`config.mk`:
```
export PLATFORM = sky130hd
export DESIGN_NAME = tcw_controller
export DESIGN_NICKNAME = d
export VERILOG_FILES = /design/src/design/tcw_pkg.sv /design/src/design/tcw_controller.sv
export SDC_FILE = /design/constraint.sdc
export NUM_CORES = 1
export LEC_CHECK = 0
export BUFFER_PORTS_ARGS = -buffer_cell sky130_fd_sc_hd__clkbuf_2
export CORE_AREA = 3 3 40 42
export DETAILED_ROUTE_END_ITERATION = 16
export DIE_AREA = 0 0 43 45
export SLEW_MARGIN = 0
export SYNTH_ARGS = -nofsm -noshare
export SYNTH_HDL_FRONTEND = slang
export SYNTH_SLANG_ARGS = --single-unit
export TNS_END_PERCENT = 10
```
`constraint.sdc`:
```
create_clock -name clock -period 4.2 [get_ports clock]
set_clock_uncertainty 0.1 [all_clocks]
set_input_delay 1.05 -clock clock [delete_from_list [all_inputs] [get_ports clock]]
set_output_delay 1.05 -clock clock [all_outputs]
set_load 0.01 [all_outputs]
```
`src/design/tcw_pkg.sv`:
```
// Shared types and constants of the text console writer.
// No dependencies; every other design file refers to this package by scoped names.
`default_nettype none

package tcw_pkg;

   // Port field widths.
   localparam int ADDR_W = 11;
   localparam int CELL_W = 16;

   typedef logic [ADDR_W-1:0] addr_type;
   typedef logic [CELL_W-1:0] cell_type;
   typedef logic [7:0]        byte_type;

   // Request function codes.
   localparam logic FUNC_WRITE = 1'b0;
   localparam logic FUNC_READ  = 1'b1;

   // Character codes with a special meaning.
   localparam byte_type CH_BS    = 8'h08;
   localparam byte_type CH_LF    = 8'h0A;
   localparam byte_type CH_CR    = 8'h0D;
   localparam byte_type CH_SPACE = 8'h20;

   // Attribute used when a request carries a zero attribute, and the blank cell.
   localparam byte_type DEFAULT_ATTR = 8'h07;
   localparam cell_type BLANK_CELL   = 16'h0720;

   // Commands from the controller to the datapath.
   typedef struct packed {
      logic clr_step;
      logic load_req;
      logic exec_write;
      logic scroll_step;
      logic load_rsp;
   } cmd_type;

   // Status from the datapath to the controller.
   typedef struct packed {
      logic is_read;
      logic need_scroll;
      logic clr_last;
      logic scroll_last;
   } status_type;

endpackage

`default_nettype wire

```
`src/design/tcw_controller.sv`:
```
// Controller of the text console writer: sequences clearing, request execution,
// scrolling and the response handshake. Depends on tcw_pkg.
`default_nettype none

module tcw_controller (
   input  wire logic                clock,
   input  wire logic                reset,
   input  wire logic                req_valid,
   output logic                     req_ready,
   output logic                     rsp_valid,
   input  wire logic                rsp_ready,
   input  wire tcw_pkg::status_type status,
   output tcw_pkg::cmd_type         cmd
);

   typedef enum logic [2:0] {
      ST_CLEAR,
      ST_IDLE,
      ST_EXEC,
      ST_SCROLL,
      ST_DONE
   } state_type;

   state_type state_ff;
   logic      rsp_valid_ff;
   logic      rsp_free;

   assign rsp_free  = !rsp_valid_ff || rsp_ready;
   assign req_ready = (state_ff == ST_IDLE);
   assign rsp_valid = rsp_valid_ff;

   // Commands decoded from the state.
   always_comb begin
      cmd             = '0;
      cmd.clr_step    = (state_ff == ST_CLEAR);
      cmd.load_req    = (state_ff == ST_IDLE) && req_valid;
      cmd.exec_write  = (state_ff == ST_EXEC) && !status.is_read;
      cmd.scroll_step = (state_ff == ST_SCROLL);
      cmd.load_rsp    = (state_ff == ST_DONE) && rsp_free;
   end

   // State and response valid.
   always_ff @(posedge clock) begin
      if (reset) begin
         state_ff     <= ST_CLEAR;
         rsp_valid_ff <= 1'b0;
      end else begin
         // A new response may replace the one accepted in the same cycle.
         if ((state_ff == ST_DONE) && rsp_free) begin
            rsp_valid_ff <= 1'b1;
         end else if (rsp_valid_ff && rsp_ready) begin
            rsp_valid_ff <= 1'b0;
         end
         unique case (state_ff)
            ST_CLEAR: begin
               if (status.clr_last) begin
                  state_ff <= ST_IDLE;
               end
            end
            ST_IDLE: begin
               if (req_valid) begin
                  state_ff <= ST_EXEC;
               end
            end
            ST_EXEC: begin
               if (!status.is_read && status.need_scroll) begin
                  state_ff <= ST_SCROLL;
               end else begin
                  state_ff <= ST_DONE;
               end
            end
            ST_SCROLL: begin
               if (status.scroll_last) begin
                  state_ff <= ST_DONE;
               end
            end
            ST_DONE: begin
               if (rsp_free) begin
                  state_ff <= ST_IDLE;
               end
            end
            default: begin
               state_ff <= ST_CLEAR;
            end
         endcase
      end
   end

endmodule

`default_nettype wire

```
Word-level counts from Yosys, hierarchy flattened
Cells that the tools add are included.
{"block": "word_totals", "mem_bits_rw": 0, "out_inout_bits": 7, "inputBits": 8, "n_memories": 0, "ff_bits": 4, "latch_bits": 0, "mem_bits_ro": 0}
{"block": "op_classes", "add_sub_neg": 0, "bitwise": 0, "magnitude_cmp": 0, "muxes": 8, "n_reduce_logical": 11, "multipliers": 0, "n_shift": 0, "div": 0, "n_eq_ne": 8}
{"operator": "3-bit 2-to-1 mux", "n": 5}
{"operator": "3-bit case mux with 5 select lines", "n": 1}
{"operator": "2-bit inequality test, second input constant", "n": 4}
{"operator": "3-bit by 2-bit equality test with 1-bit output, second input constant", "n": 2}
{"operator": "1-bit logical AND", "n": 5}
{"operator": "4-bit AND reduction", "n": 1}
{"operator": "3-bit by 1-bit equality test with 1-bit output, second input constant", "n": 1}
{"operator": "3-bit equality test, second input constant", "n": 1}
{"operator": "3-bit logical NOT", "n": 1}
{"operator": "1-bit logical NOT", "n": 2}
{"operator": "1-bit 2-to-1 mux", "n": 2}
{"operator": "2-bit nonzero test", "n": 1}
{"operator": "1-bit logical OR", "n": 1}

Logic depth before layout (Yosys ltp)
{"block": "depth", "word_depth": 4, "ltp_mapped": 4, "ltp_nobuf": 3}

Worst setup path before layout
Ideal clock, no wire load.
{"block": "synth_path", "path_type": "input port to output port", "from": "input port rsp_ready", "to": "output port cmd[0] (netlist bit)", "required_ps": 3050, "n_path_buf": 0, "slack_ps": 1658, "t_arrival_ps": 1392, "stages": 2, "cell_sequence": "nand2b_1 -> and2b_1"}
{"element": "start: declaration", "line_no": "tcw_controller.sv:11", "text": "input wire logic rsp_ready,"}
{"element": "end: declaration", "line_no": "tcw_controller.sv:13", "text": "output tcw_pkg::cmd_type cmd"}

==> results.py <==
metrics = {
    "sta": {
        "final-hold-violation-count": 0,
        "worstMarginPinSlew_ns": 0.421,
        "setup_violations": 0,
        "fmax_ghz": 0.366,
        "relSlewSlack_pct": 71.9,
        "rsz0062_at_grt": "false",
        "fin_tns_setup_ns": 0,
        "period_share_pct": 65.0,
        "period_needed_ns": 2.73,
        "slew_viol_final": 0,
    },
    "floorplan": {
        "rows": 13,
        "die_h_um": 45,
        "io_pins": 15,
        "start_util_pct": 23.3,
        "core_mm2": 0.00128,
        "dieWidth_um": 43,
        "dieArea_mm2": 0.00194,
    },
    "clock_network": {
        "root_buffer": "clkbuf_4",
        "cts_max_level": 1,
        "ctsHoldBuffers": 0,
        "post_cts_buffers": 0,
        "tritoncts": "built",
        "cts_buffers": 3,
        "clkLatencyLatePin_ns": 0.24,
        "clk_pin_slew_worst_paths_ns": 0.04,
        "cts.sinks": 4,
        "clock_path_buffers": 2,
        "cts_resized": 0,
    },
    "pwr": {
        "pwr-share-clk_pct": 34.0,
        "peakVddDrop_v": 0.000163,
        "swShare_pct": 33.3,
        "pwr-share-seq_pct": 37.2,
        "internal_power_w": 0.0000976,
        "p_per_area_mw_per_mm2": 373,
        "p_switching_w": 0.0000486,
        "power.leakage_nw": 0.174,
        "p_comb_share_pct": 28.7,
        "p_total_w": 0.000146,
    },
    "setup_path": {
        "critPathKind": "in2out",
        "crit_arrival_ns": 1.58,
        "cp_slowest_stage_delay_ns": 0.17,
        "path_cells": "clkbuf_2 > nand2b_1 > and2b_1 > clkbuf_2",
        "critPathRequiredTime_ns": 3.05,
        "crit_path_end_kind": "output port",
        "cp_slowest_cell": "nand2b_1",
        "cp_max_fo": 4,
        "cpMostUsedCell": "clkbuf_2",
        "worst_setup_path_start_kind": "primary input",
        "r2r_cells": 3,
    },
    "final_layout": {
        "diodes": 0,
        "final_cell_mix": "clkbuf_2, nand2b_1, dfxtp_1",
        "area_growth_pct": 31.0,
        "nets": 60,
        "nFillCells": 144,
        "drive_gt1_share_pct": 38.0,
        "final_common_cell": "clkbuf_2",
    },
    "yosys": {
        "ys_seq_area_share_pct": 26.8,
        "avgSynthCellArea_um2": 8.54,
        "synthesis.area_um2": 299,
        "synth_warnings": 0,
        "ys_types": 23,
        "ys_ff_latch": 4,
        "syn_nets": 43,
        "syn_inst": 35,
    },
    "drt": {
        "wl_per_cell_um": 10.9,
        "dr.pass1.iters": 4,
        "drt-vias-per-instance": 4.66,
        "ant_nets": 0,
        "wl_um": 710,
        "drtIter0Drc": 4,
        "drc": 0,
        "vias": 303,
    },
    "global_routing": {
        "grt_pass1_wl_mm": 1.11,
        "grt_antenna_before_repair": 0,
        "grt_usage_pct": 8.24,
        "grt_pass1_vias": 270,
        "gr-total-overflow": 0,
        "grt_max_degree": 14,
    },
    "flow_run": {
        "drv_cap": 0,
    },
    "status": {
        "status": "finished clean",
    },
    "hold_path": {
        "holdPathStages": 2,
        "hold_class": "reg2reg",
    },
    "placed_design": {
        "gp_congestion": 0.782,
        "io_buffers": 14,
    },
}
==> kinds of logic (layout without fill, tap and decap cells) <==
family	after synthesis	after routing	synth area share [%]
simple gates	18	18	39.7
compound gates	8	8	18.8
flops	4	4	26.8
buf+inv	3	18	7.53
mux	2	2	7.11
==> metrics by stage <==
| stage | hold WS, ns | setup slack (ns) | cell area, um^2 | util, % | instances |
|---|---|---|---|---|---|
| after floorplan | 0.439 | 1.66 | 299 | - | 35 |
| after global placement | 0.422 | 1.48 | 369 | 28.7 | 62 |
| after detailed placement | 0.445 | 1.47 | 369 | 28.7 | 62 |
| after CTS | 0.451 | 1.47 | 392 | 30.5 | 65 |
| after global routing | 0.502 | 1.44 | 392 | 30.5 | 65 |
| final | 0.467 | 1.47 | 392 | 30.5 | 65 |
==> worst paths after layout <==
check	slack [ns]	from	end
max	1.47	rsp_ready	cmd[0]
min	0.47	rsp_valid	rsp_valid
max reg2reg	2.74	state_ff[1]	state_ff[0]
min reg2reg	0.47	rsp_valid	rsp_valid
==> power groups by stage <==
| stage | clock network [W] | registers (W) | logic (W) |
|---|---|---|---|
| final | 0.0000498 | 0.0000544 | 0.0000420 |
| after detailed placement | 0 | 0.0000545 | 0.0000424 |
| after global routing | 0.0000527 | 0.0000554 | 0.0000476 |
| after CTS | 0.0000514 | 0.0000540 | 0.0000427 |
| after global placement | 0 | 0.0000548 | 0.0000424 |
| after floorplan | 0 | 0.0000462 | 0.0000386 |
==> cells in the mapped netlist (all sizes together) <==
cell	number	area, um^2
mux2	1	11.3
o41ai	1	8.76
mux2i	1	10.0
buf	2	18.8
or2	1	6.26
inv	1	3.75
nor4bb	1	10.0
a21oi	2	10.0
or3b	1	11.3
o31ai	1	7.51
nor3	2	10.0
nor2	1	3.75
or3	2	12.5
dfxtp	4	80.1
o21ai	1	5.00
and2	1	6.26
and3	2	12.5
o21a	1	7.51
o2111ai	1	8.76
o2bb2ai	1	8.76
nand2b	5	31.3
and2b	2	15.0
==> metal layers <==
metal / wire length [um] / GRT usage [%] / up-vias / share of wire [%]
met3: 40 / 2.79 / 4 / 5.6
met5: 0 / 0 / - / 0
met4: 33 / 9.04 / 0 / 4.6
met1: 321 / 8.67 / 128 / 45
li1: - / - / 158 / -
met2: 314 / 12.3 / 13 / 44
==> final cells by class <==
class / instances / area (um^2) / area share, %
Tap cell: 15 / 18.8 / 4.79
Multi-Input combinational cell: 28 / 196 / 50.2
Clock buffer: 3 / 22.5 / 5.75
Timing Repair Buffer: 14 / 70.1 / 17.9
Inverter: 1 / 3.75 / 0.958
Sequential cell: 4 / 80.1 / 20.4
==> state kept, by name, indices dropped and copies added, names as in the netlist <==
signal / count
state_ff: 3
rsp_valid: 1
==> critical path, delay by kind of cell <==
family,cells,cell delay (ns)
simple gates,2,0.34
buf+inv,2,0.19
Note: power is estimated with default switching activity, not from simulation.
